## src/hdl/linked_multi_queue_manager_defines.svh

```systemverilog
// ----------------------------------------------------------------------------
// Linked multi-queue manager assertion macros
// Concurrent check wrappers, compiled out for synthesis.
// ----------------------------------------------------------------------------
`ifndef LINKED_MULTI_QUEUE_MANAGER_DEFINES_SVH
`define LINKED_MULTI_QUEUE_MANAGER_DEFINES_SVH

`ifndef SYNTHESIS

// Same-cycle implication, checked outside reset.
`define LMQM_ASSERT_IMPLY(label, ante, cons, msg) \
  label: assert property (@(posedge clk) disable iff (rst) (ante) |-> (cons)) \
    else $error(msg);

// Next-cycle implication, checked outside reset.
`define LMQM_ASSERT_NEXT(label, ante, cons, msg) \
  label: assert property (@(posedge clk) disable iff (rst) (ante) |=> (cons)) \
    else $error(msg);

`else

`define LMQM_ASSERT_IMPLY(label, ante, cons, msg)
`define LMQM_ASSERT_NEXT(label, ante, cons, msg)

`endif

`endif

```

## src/hdl/lmqm_pkg.sv

```systemverilog
// ----------------------------------------------------------------------------
// Linked multi-queue manager package
// Shared codes, defaults and types.
// ----------------------------------------------------------------------------
`default_nettype none

package lmqm_pkg;

  localparam int NUM_QUEUES_MAX_DEF = 16;
  localparam int POOL_ENTRIES_DEF   = 64;
  localparam int VALUE_BITS_DEF     = 32;

  localparam logic [4:0] NUM_QUEUES_RESET = 5'd16;

  // Request codes
  localparam logic [1:0] FUNC_ADD   = 2'd0;
  localparam logic [1:0] FUNC_LEAVE = 2'd1;
  localparam logic [1:0] FUNC_JOIN  = 2'd2;

  // Result codes
  localparam logic [1:0] STATUS_OK     = 2'd0;
  localparam logic [1:0] STATUS_EMPTY  = 2'd1;
  localparam logic [1:0] STATUS_BADIDX = 2'd2;
  localparam logic [1:0] STATUS_FULL   = 2'd3;

  typedef enum logic [1:0] {
    ST_IDLE,
    ST_RD_QUEUE,
    ST_RD_POOL
  } state_t;

  // Write enables of the queue table
  typedef struct packed {
    logic head;
    logic tail;
  } qt_we_t;

endpackage

`default_nettype wire

```

## src/hdl/linked_multi_queue_manager.sv

```systemverilog
// ----------------------------------------------------------------------------
// Linked multi-queue manager
// FIFO queues kept as linked lists in one shared entry pool with a free list.
// ----------------------------------------------------------------------------
// Usage:
//   Raise start with func, queue_index, dest_index and item_value; the request
//   is taken at a clock edge where start is high and busy is low. func selects
//   add (append item_value), pop (remove the head) or join (splice the source
//   queue queue_index onto the tail of dest_index, leaving the source empty).
//   Every request gives exactly one result: done is high for one cycle with
//   status and popped_value; the receiver must take it in that cycle.
//   Each request walks a queue table read, a pool read (link and value at
//   the head or at the free-list head) and a write-back, after which done
//   is registered; busy stays high until then, and a new start is taken
//   while done is shown. num_queues is written through cfg_wr_en /
//   cfg_wr_data; the user must write it only while idle, as the block
//   does not enforce this. Reset empties every queue, marks all pool
//   entries unused and sets num_queues to 16. No clearing pass is needed:
//   pointers are only read behind the per-queue valid bits and the
//   fresh-entry count.
// ----------------------------------------------------------------------------
`default_nettype none

`include "linked_multi_queue_manager_defines.svh"

module linked_multi_queue_manager #(
  parameter int NUM_QUEUES_MAX = lmqm_pkg::NUM_QUEUES_MAX_DEF,
  parameter int POOL_ENTRIES   = lmqm_pkg::POOL_ENTRIES_DEF,
  parameter int VALUE_BITS     = lmqm_pkg::VALUE_BITS_DEF
) (
  input  wire                          clk,
  input  wire                          rst,
  input  wire                          start,
  output logic                         busy,
  input  wire [1:0]                    func,
  input  wire [3:0]                    queue_index,
  input  wire [3:0]                    dest_index,
  input  wire signed [VALUE_BITS-1:0]  item_value,
  input  wire                          cfg_wr_en,
  input  wire [4:0]                    cfg_wr_data,
  output logic                         done,
  output logic [1:0]                   status,
  output logic signed [VALUE_BITS-1:0] popped_value
);

  localparam int QW = (NUM_QUEUES_MAX > 1) ? $clog2(NUM_QUEUES_MAX) : 1;
  localparam int PW = $clog2(POOL_ENTRIES);
  localparam int CW = $clog2(POOL_ENTRIES + 1);

  // Sequencer and latched request
  lmqm_pkg::state_t state, state_next;
  logic [1:0]                    op_func;
  logic [3:0]                    op_qa;
  logic [3:0]                    op_qb;
  logic signed [VALUE_BITS-1:0]  op_val;

  // Configuration and bookkeeping
  logic [4:0]                    num_queues;
  logic [NUM_QUEUES_MAX-1:0]     qnz;
  logic [PW-1:0]                 free_head;
  logic [CW-1:0]                 fresh_count;
  logic [CW-1:0]                 free_count;

  // Queue table
  logic [QW-1:0]                 qt_addr_a;
  logic [QW-1:0]                 qt_addr_b;
  logic [PW-1:0]                 head_a, tail_a, tail_b;
  lmqm_pkg::qt_we_t              qt_we;
  logic [QW-1:0]                 qt_waddr;
  logic [PW-1:0]                 qt_whead, qt_wtail;

  // Entry pool
  logic [PW-1:0]                 link_mem  [POOL_ENTRIES];
  logic [VALUE_BITS-1:0]         value_mem [POOL_ENTRIES];
  logic [PW-1:0]                 pool_raddr;
  logic [PW-1:0]                 link_rd;
  logic [VALUE_BITS-1:0]         value_rd;
  logic                          link_we;
  logic [PW-1:0]                 link_waddr, link_wdata;
  logic                          value_we;
  logic [PW-1:0]                 value_waddr;

  // Commit decisions
  logic                          accept;
  logic                          qa_ok, qb_ok, nz_a, nz_b, fresh_avail;
  logic [PW-1:0]                 new_e;
  logic                          alloc, release_e;
  logic                          set_nz, clr_nz;
  logic [QW-1:0]                 set_idx, clr_idx;
  logic [1:0]                    res_status;
  logic [VALUE_BITS-1:0]         res_popped;

  assign accept = start && !busy;

  // Hold the request address on the table while the request is in flight so
  // the read data stays valid through the write-back cycle.
  assign qt_addr_a = busy ? QW'(op_qa) : QW'(queue_index);
  assign qt_addr_b = busy ? QW'(op_qb) : QW'(dest_index);

  lmqm_qtable #(
    .NUM_QUEUES_MAX (NUM_QUEUES_MAX),
    .POOL_ENTRIES   (POOL_ENTRIES)
  ) u_qtable (
    .clk       (clk),
    .rd_addr_a (qt_addr_a),
    .rd_addr_b (qt_addr_b),
    .rd_head_a (head_a),
    .rd_tail_a (tail_a),
    .rd_tail_b (tail_b),
    .wr_en     (qt_we),
    .wr_addr   (qt_waddr),
    .wr_head   (qt_whead),
    .wr_tail   (qt_wtail)
  );

  // Pool read: a pop looks at its head entry, an add at the free-list head.
  assign pool_raddr = (op_func == lmqm_pkg::FUNC_LEAVE) ? head_a : free_head;

  always_ff @(posedge clk) begin
    if (state == lmqm_pkg::ST_RD_QUEUE) begin
      link_rd  <= link_mem[pool_raddr];
      value_rd <= value_mem[pool_raddr];
    end
    if (link_we) begin
      link_mem[link_waddr] <= link_wdata;
    end
    if (value_we) begin
      value_mem[value_waddr] <= op_val;
    end
  end

  // Next state
  always_comb begin
    state_next = state;
    case (state)
      lmqm_pkg::ST_IDLE: begin
        if (accept) begin
          state_next = lmqm_pkg::ST_RD_QUEUE;
        end
      end
      lmqm_pkg::ST_RD_QUEUE: state_next = lmqm_pkg::ST_RD_POOL;
      lmqm_pkg::ST_RD_POOL:  state_next = lmqm_pkg::ST_IDLE;
      default:               state_next = lmqm_pkg::ST_IDLE;
    endcase
  end

  // Outputs of the sequencer
  always_comb begin
    busy = (state != lmqm_pkg::ST_IDLE);
  end

  // Index checks and entry choice
  assign qa_ok = (int'(op_qa) < int'(num_queues)) && (int'(op_qa) < NUM_QUEUES_MAX);
  assign qb_ok = (int'(op_qb) < int'(num_queues)) && (int'(op_qb) < NUM_QUEUES_MAX);
  assign nz_a  = qnz[QW'(op_qa)];
  assign nz_b  = qnz[QW'(op_qb)];
  assign fresh_avail = (fresh_count < CW'(POOL_ENTRIES));
  assign new_e = fresh_avail ? PW'(fresh_count) : free_head;

  // Write-back: decide every memory and register update of the request.
  always_comb begin
    qt_we       = '0;
    qt_waddr    = QW'(op_qa);
    qt_whead    = new_e;
    qt_wtail    = new_e;
    link_we     = 1'b0;
    link_waddr  = tail_a;
    link_wdata  = new_e;
    value_we    = 1'b0;
    value_waddr = new_e;
    alloc       = 1'b0;
    release_e   = 1'b0;
    set_nz      = 1'b0;
    clr_nz      = 1'b0;
    set_idx     = QW'(op_qa);
    clr_idx     = QW'(op_qa);
    res_status  = lmqm_pkg::STATUS_OK;
    res_popped  = '0;
    if (state == lmqm_pkg::ST_RD_POOL) begin
      case (op_func)
        lmqm_pkg::FUNC_ADD: begin
          if (!qa_ok) begin
            res_status = lmqm_pkg::STATUS_BADIDX;
          end else if (free_count == '0) begin
            res_status = lmqm_pkg::STATUS_FULL;
          end else begin
            value_we = 1'b1;
            alloc    = 1'b1;
            if (nz_a) begin
              // Chain the old tail to the new entry.
              link_we     = 1'b1;
              qt_we.tail  = 1'b1;
            end else begin
              qt_we.head = 1'b1;
              qt_we.tail = 1'b1;
              set_nz     = 1'b1;
            end
          end
        end
        lmqm_pkg::FUNC_LEAVE: begin
          if (!qa_ok) begin
            res_status = lmqm_pkg::STATUS_BADIDX;
          end else if (!nz_a) begin
            res_status = lmqm_pkg::STATUS_EMPTY;
          end else begin
            res_popped = value_rd;
            if (head_a == tail_a) begin
              clr_nz = 1'b1;
            end else begin
              qt_we.head = 1'b1;
              qt_whead   = link_rd;
            end
            // Push the freed entry on the free list.
            link_we    = 1'b1;
            link_waddr = head_a;
            link_wdata = free_head;
            release_e  = 1'b1;
          end
        end
        lmqm_pkg::FUNC_JOIN: begin
          if (!qa_ok || !qb_ok) begin
            res_status = lmqm_pkg::STATUS_BADIDX;
          end else if ((op_qa != op_qb) && nz_a) begin
            qt_waddr   = QW'(op_qb);
            qt_we.tail = 1'b1;
            qt_wtail   = tail_a;
            if (nz_b) begin
              link_we    = 1'b1;
              link_waddr = tail_b;
              link_wdata = head_a;
            end else begin
              qt_we.head = 1'b1;
              qt_whead   = head_a;
              set_nz     = 1'b1;
              set_idx    = QW'(op_qb);
            end
            clr_nz = 1'b1;
          end
        end
        default: begin
          res_status = lmqm_pkg::STATUS_OK;
        end
      endcase
    end
  end

  // Control registers
  always_ff @(posedge clk) begin
    if (rst) begin
      state       <= lmqm_pkg::ST_IDLE;
      num_queues  <= lmqm_pkg::NUM_QUEUES_RESET;
      qnz         <= '0;
      free_head   <= '0;
      fresh_count <= '0;
      free_count  <= CW'(POOL_ENTRIES);
      done        <= 1'b0;
    end else begin
      state <= state_next;
      done  <= (state == lmqm_pkg::ST_RD_POOL);
      if (cfg_wr_en) begin
        num_queues <= cfg_wr_data;
      end
      if (clr_nz) begin
        qnz[clr_idx] <= 1'b0;
      end
      if (set_nz) begin
        qnz[set_idx] <= 1'b1;
      end
      if (alloc) begin
        free_count <= free_count - CW'(1);
        if (fresh_avail) begin
          fresh_count <= fresh_count + CW'(1);
        end else begin
          // Advance the free list past the entry just taken.
          free_head <= link_rd;
        end
      end
      if (release_e) begin
        free_count <= free_count + CW'(1);
        free_head  <= head_a;
      end
    end
  end

  // Latched request and result payload
  always_ff @(posedge clk) begin
    if (accept) begin
      op_func <= func;
      op_qa   <= queue_index;
      op_qb   <= dest_index;
      op_val  <= item_value;
    end
    if (state == lmqm_pkg::ST_RD_POOL) begin
      status       <= res_status;
      popped_value <= res_popped;
    end
  end

  // Checks
  `LMQM_ASSERT_NEXT(a_accept_to_lookup, accept, state == lmqm_pkg::ST_RD_QUEUE, "accepted request did not start lookup")
  `LMQM_ASSERT_NEXT(a_commit_strobe, state == lmqm_pkg::ST_RD_POOL, done && !busy, "write-back not followed by result strobe")
  `LMQM_ASSERT_IMPLY(a_pop_zero, done && (status != lmqm_pkg::STATUS_OK), popped_value == '0, "failed request returned a value")
  `LMQM_ASSERT_IMPLY(a_pool_count, 1'b1, (int'(free_count) + int'(fresh_count)) >= POOL_ENTRIES, "free count below unused entries")

endmodule

`default_nettype wire

```

## src/hdl/lmqm_qtable.sv

```systemverilog
// ----------------------------------------------------------------------------
// Queue table
// Head and tail pointer memories, two registered read ports, one write port.
// ----------------------------------------------------------------------------
`default_nettype none

module lmqm_qtable #(
  parameter int NUM_QUEUES_MAX = lmqm_pkg::NUM_QUEUES_MAX_DEF,
  parameter int POOL_ENTRIES   = lmqm_pkg::POOL_ENTRIES_DEF,
  localparam int QW = (NUM_QUEUES_MAX > 1) ? $clog2(NUM_QUEUES_MAX) : 1,
  localparam int PW = $clog2(POOL_ENTRIES)
) (
  input  wire                    clk,
  input  wire [QW-1:0]           rd_addr_a,
  input  wire [QW-1:0]           rd_addr_b,
  output logic [PW-1:0]          rd_head_a,
  output logic [PW-1:0]          rd_tail_a,
  output logic [PW-1:0]          rd_tail_b,
  input  wire lmqm_pkg::qt_we_t  wr_en,
  input  wire [QW-1:0]           wr_addr,
  input  wire [PW-1:0]           wr_head,
  input  wire [PW-1:0]           wr_tail
);

  logic [PW-1:0] head_mem [NUM_QUEUES_MAX];
  logic [PW-1:0] tail_mem [NUM_QUEUES_MAX];

  always_ff @(posedge clk) begin
    if (wr_en.head) begin
      head_mem[wr_addr] <= wr_head;
    end
    if (wr_en.tail) begin
      tail_mem[wr_addr] <= wr_tail;
    end
    rd_head_a <= head_mem[rd_addr_a];
    rd_tail_a <= tail_mem[rd_addr_a];
    rd_tail_b <= tail_mem[rd_addr_b];
  end

endmodule

`default_nettype wire
```

## config.mk

```make
export PLATFORM = sky130hd
export DESIGN_NAME = linked_multi_queue_manager
export DESIGN_NICKNAME = d
export VERILOG_FILES = /design/src/hdl/lmqm_pkg.sv /design/src/hdl/linked_multi_queue_manager.sv /design/src/hdl/lmqm_qtable.sv
export VERILOG_INCLUDE_DIRS = /design/src /design/src/hdl
export SDC_FILE = /design/constraint.sdc
export NUM_CORES = 2
export LEC_CHECK = 0
export BUFFER_PORTS_ARGS = -buffer_cell sky130_fd_sc_hd__buf_2
export CAP_MARGIN = 20
export CORE_UTILIZATION = 43
export CTS_CLUSTER_SIZE = 20
export DETAILED_ROUTE_END_ITERATION = 10
export PLACE_DENSITY = 0.6
export SLEW_MARGIN = 0
export SYNTH_ARGS = -nofsm -noshare
export SYNTH_HDL_FRONTEND = slang
export SYNTH_SLANG_ARGS = --single-unit
```

## constraint.sdc

```tcl
create_clock -name clk -period 11.75 [get_ports clk]
set_input_delay 1.175 -clock clk [delete_from_list [all_inputs] [get_ports clk]]
set_output_delay 1.175 -clock clk [all_outputs]
set_load 0.05 [all_outputs]
```

==> results.md <==
- Outcome: finished clean
- Hold Path Class: primary input to flop
- Yosys reg bits: 2800
- DRC viols: 0
- Pleak: 39.69 nW
- Headroom to the max-slew limit: 0.2291
- Initial antenna violation count: 2
- Crit path DAT: 5.88 ns
- Post-synth ARST share: 0
- Power per cell area: 172.5 mW/mm²
- Clock slew at reported path FFs: 0.06 ns
- Clk sinks: 2800
- Clock latency on the worst-skew pair: 0.96 ns
- Most used flip-flop cell after synthesis: edfxtp_1
- Area of the multi-input gates: 0.02557 mm²
- DPL Wire Length: 148600 µm
- Max Freq: 0.1957 GHz
- Mapped Cells: 5629
- Crit-path slowest cell: a311oi_1
- R2R depth: 11
- Register area share after synthesis: 0.7603
- Tcrit/Tclk final: 0.4349
- Syn-to-layout area delta: 13.48%
- Hold worst-path end: op_val[11]
- Layout cells sized above 1: 0.2438
- Worst hold margin: 0.4067 ns
- Slew Viols, Final: 0
- Worst slew pin tran: 1.149 ns
- Finished Cell Area: 0.1246 mm²
- FILL cells: 20447
- Worst r2r src: op_func[1]
- CP required: 12.52 ns
- Nets@finish: 5945
- Ranking of synthesized cells by area: edfxtp_1 (75%), mux4_2 (14%), nand2_1 (2.5%)
- DIE AREA: 0.2573 mm²
- Yosys top cell area share: 0.7489
- Final ANT Viol Nets: 0
- Initial core utilization: 0.4323
- Final clock skew: 0.09216 ns
- Max IR drop VDD: 0.1735 mV
- DR vias: 56346
- Cts repair resizes: 0
- WL final: 282500 µm
- Post-Route Utilization: 0.4906
- Setup TNS: 0 ns
- Worst Path Max Fanout: 102
- Clk root buf: clkbuf_16
- I/O pin cnt: 87
- Cell Rows: 185
- Post-CTS setup buffer count: 0
- Crit. End Element: flop
- Largest net degree at the start of global routing: 109
- Syn_nets: 5698
- Placed cell area: 0.1152 mm²
- Post-synth EDFFs: 2738
- Die height: 507.3 µm
- Critical path's largest stage delay: 0.82 ns
- Routed vias/inst: 5.954
- Crit start category: flop
- Inserted Clock Buffers: 306
- CTS tree: yes
- First-pass DRT Iterations: 5
- Most used cell, CP: buf_4
- Core Area: 0.2539 mm²
- R2R setup slack: 6.64 ns
- Synth unique cells: 70
- Total track usage: 0.2192
- Crit path kind: flop to flop
- Register area: 0.08346 mm²
- Worst-case clock buffer depth: 4
- Post-CTS Hold Buffers: 0
- Vias in the first global route: 56763
- Grt ovf: 0
- Crit path cell chain: inv_1 -> ha_2 -> buf_4 -> mux2_8 -> buf_12 -> buf_4 -> nand2_1 -> and3_1 -> a311oi_1 -> a31oi_1 -> a21oi_1
- Hold path depth: 1
- Synthesized area per cell: 19.50 µm²
- Min-delay src: item_value[11]
- Final setup violation count: 0
- Port Buffers: 86
- Initial drt markers: 6390
- Die width: 507.3 µm
- Reg2reg end: value_rd[26]
- Placed insts: 8925
- H-Tree Depth: 5
- Final Hold Fails: 0
- Max-cap viol count: 0
- Final Critical Period: 5.110 ns
- Synth warn: 0
- Mapped Area: 0.1098 mm²
- GPL Wtd Cong: 0.8173
- Wire per inst: 29.85 µm
- Final Instance Count excl. Fillers: 9464
- Area leader, netlist: edfxtp_1
- First-pass GRT wire length: 407500 µm
- RSZ-0062 raised after global routing: false
## area by class of cell
class                      instances  area share
tap                             3366     0.03381
clock inverter                   141    0.009361
timing repair buffer             267     0.01549
clock buffer                     386     0.06532
antenna                            3  0.00006026
multi-input combinational       2476      0.2053
inverter                          25   0.0007533
sequential                      2800      0.6699
## cell usage in the layout, fill, tap and decap left out, types with 7 or more instances in the layout
master,count
clkinv_2,54
nand3b_1,11
and2_1,47
or3_1,7
buf_12,12
clkbuf_16,314
mux4_2,687
xor2_1,7
a21oi_1,66
clkinv_1,49
clkbuf_1,71
buf_2,90
nand3_1,176
bufinv_16,18
and3_1,79
mux2i_4,7
dfxtp_1,62
o21ai_0,38
o211ai_1,13
nor2_1,144
nor2_2,9
nand2_1,720
ha_1,16
nand2b_1,10
edfxtp_1,2738
buf_4,164
inv_1,24
mux2_2,9
xnor2_1,12
a31oi_1,59
a311oi_1,111
mux2i_1,35
nor2_4,65
clkinvlp_4,9
a211oi_1,27
nor2b_1,9
nor3_1,24
## per-stage QoR
stage	setup slack (ns)	total power [W]
2_1_floorplan	7.629	0.01213
3_3_place_gp	6.532	0.01261
3_5_place_dp	6.517	0.01263
4_1_cts	6.554	0.02163
5_1_grt	6.281	0.02208
6_report	6.640	0.02149
## power breakdown
part	internal (W)	switching, W	total [W]
clock network	0.00528	0.00379	0.00907
logic	0.000504	0.000879	0.00138
registers	0.0110	0.0000462	0.0110
## worst max-delay path: cells and delay by family, from the launching register on
family,cells,cell delay [ns]
adders and majority gates,1,0.23
AOI/OAI and AO/OA,3,1.21
buffers and inverters,4,1.83
and+or+nand+nor,2,0.37
muxes,1,0.77
DFF,1,0.41
## sequential cells by signal, indices dropped and copies added, names as in the netlist, 7 cells and up
register           cells
qnz                   16
popped_value          32
value_mem           2048
value_rd              32
u_qtable.head_mem     96
u_qtable.tail_mem     96
fresh_count            7
link_mem             384
op_val                32
free_count             7
## worst max-delay path by stage
stage	endpoint	startpoint	slack (ns)
final	value_rd[26]	op_func[1]	6.64
after global routing	link_mem[2][2]	op_qb[1]	6.28
after CTS	value_rd[12]	op_func[1]	6.55
after detailed placement	value_rd[12]	op_func[1]	6.52
after global placement	value_rd[12]	op_func[1]	6.53
after floorplan	value_mem[37][0]	clr_idx[1]	7.63
## layer usage
metal / routed length, µm / vias to the layer above / global-route usage
met4: 7285 / 0 / 0.06171
met1: 117900 / 30176 / 0.3139
met2: 134800 / 2403 / 0.3466
met5: 0 / - / 0
li1: - / 23342 / -
met3: 22500 / 425 / 0.03843
## logic make-up (layout without fill, tap and decap cells)
kind of cell | after synthesis | after routing | share of synthesized area
AOI/OAI and AO/OA | 364 | 364 | 0.02363
adders and majority gates | 18 | 18 | 0.002120
muxes | 745 | 745 | 0.1465
buffers and inverters | 353 | 819 | 0.01311
other | 0 | 3 | 0
and+or+nand+nor | 1330 | 1330 | 0.05283
DFF | 2800 | 2800 | 0.7603
xor gates and xnor gates | 19 | 19 | 0.001516
## cells in the mapped netlist, drive strengths merged (4+ instances only)
| master | number |
|---|---|
| edfxtp | 2738 |
| nand2 | 720 |
| mux4 | 688 |
| clkbuf | 219 |
| nor2 | 218 |
| nand3 | 180 |
| a311oi | 111 |
| buf | 109 |
| and3 | 79 |
| a21oi | 66 |
| dfxtp | 62 |
| a31oi | 59 |
| and2 | 50 |
| mux2i | 45 |
| o21ai | 45 |
| a211oi | 29 |
| nor3 | 26 |
| inv | 25 |
| ha | 17 |
| o211ai | 13 |
| mux2 | 12 |
| nand3b | 12 |
| xnor2 | 12 |
| nand2b | 11 |
| nor2b | 10 |
| o21a | 7 |
| or3 | 7 |
| xor2 | 7 |
| a22o | 6 |
| nand4 | 5 |
| a21o | 4 |
Power figures use the tool's default switching activity.
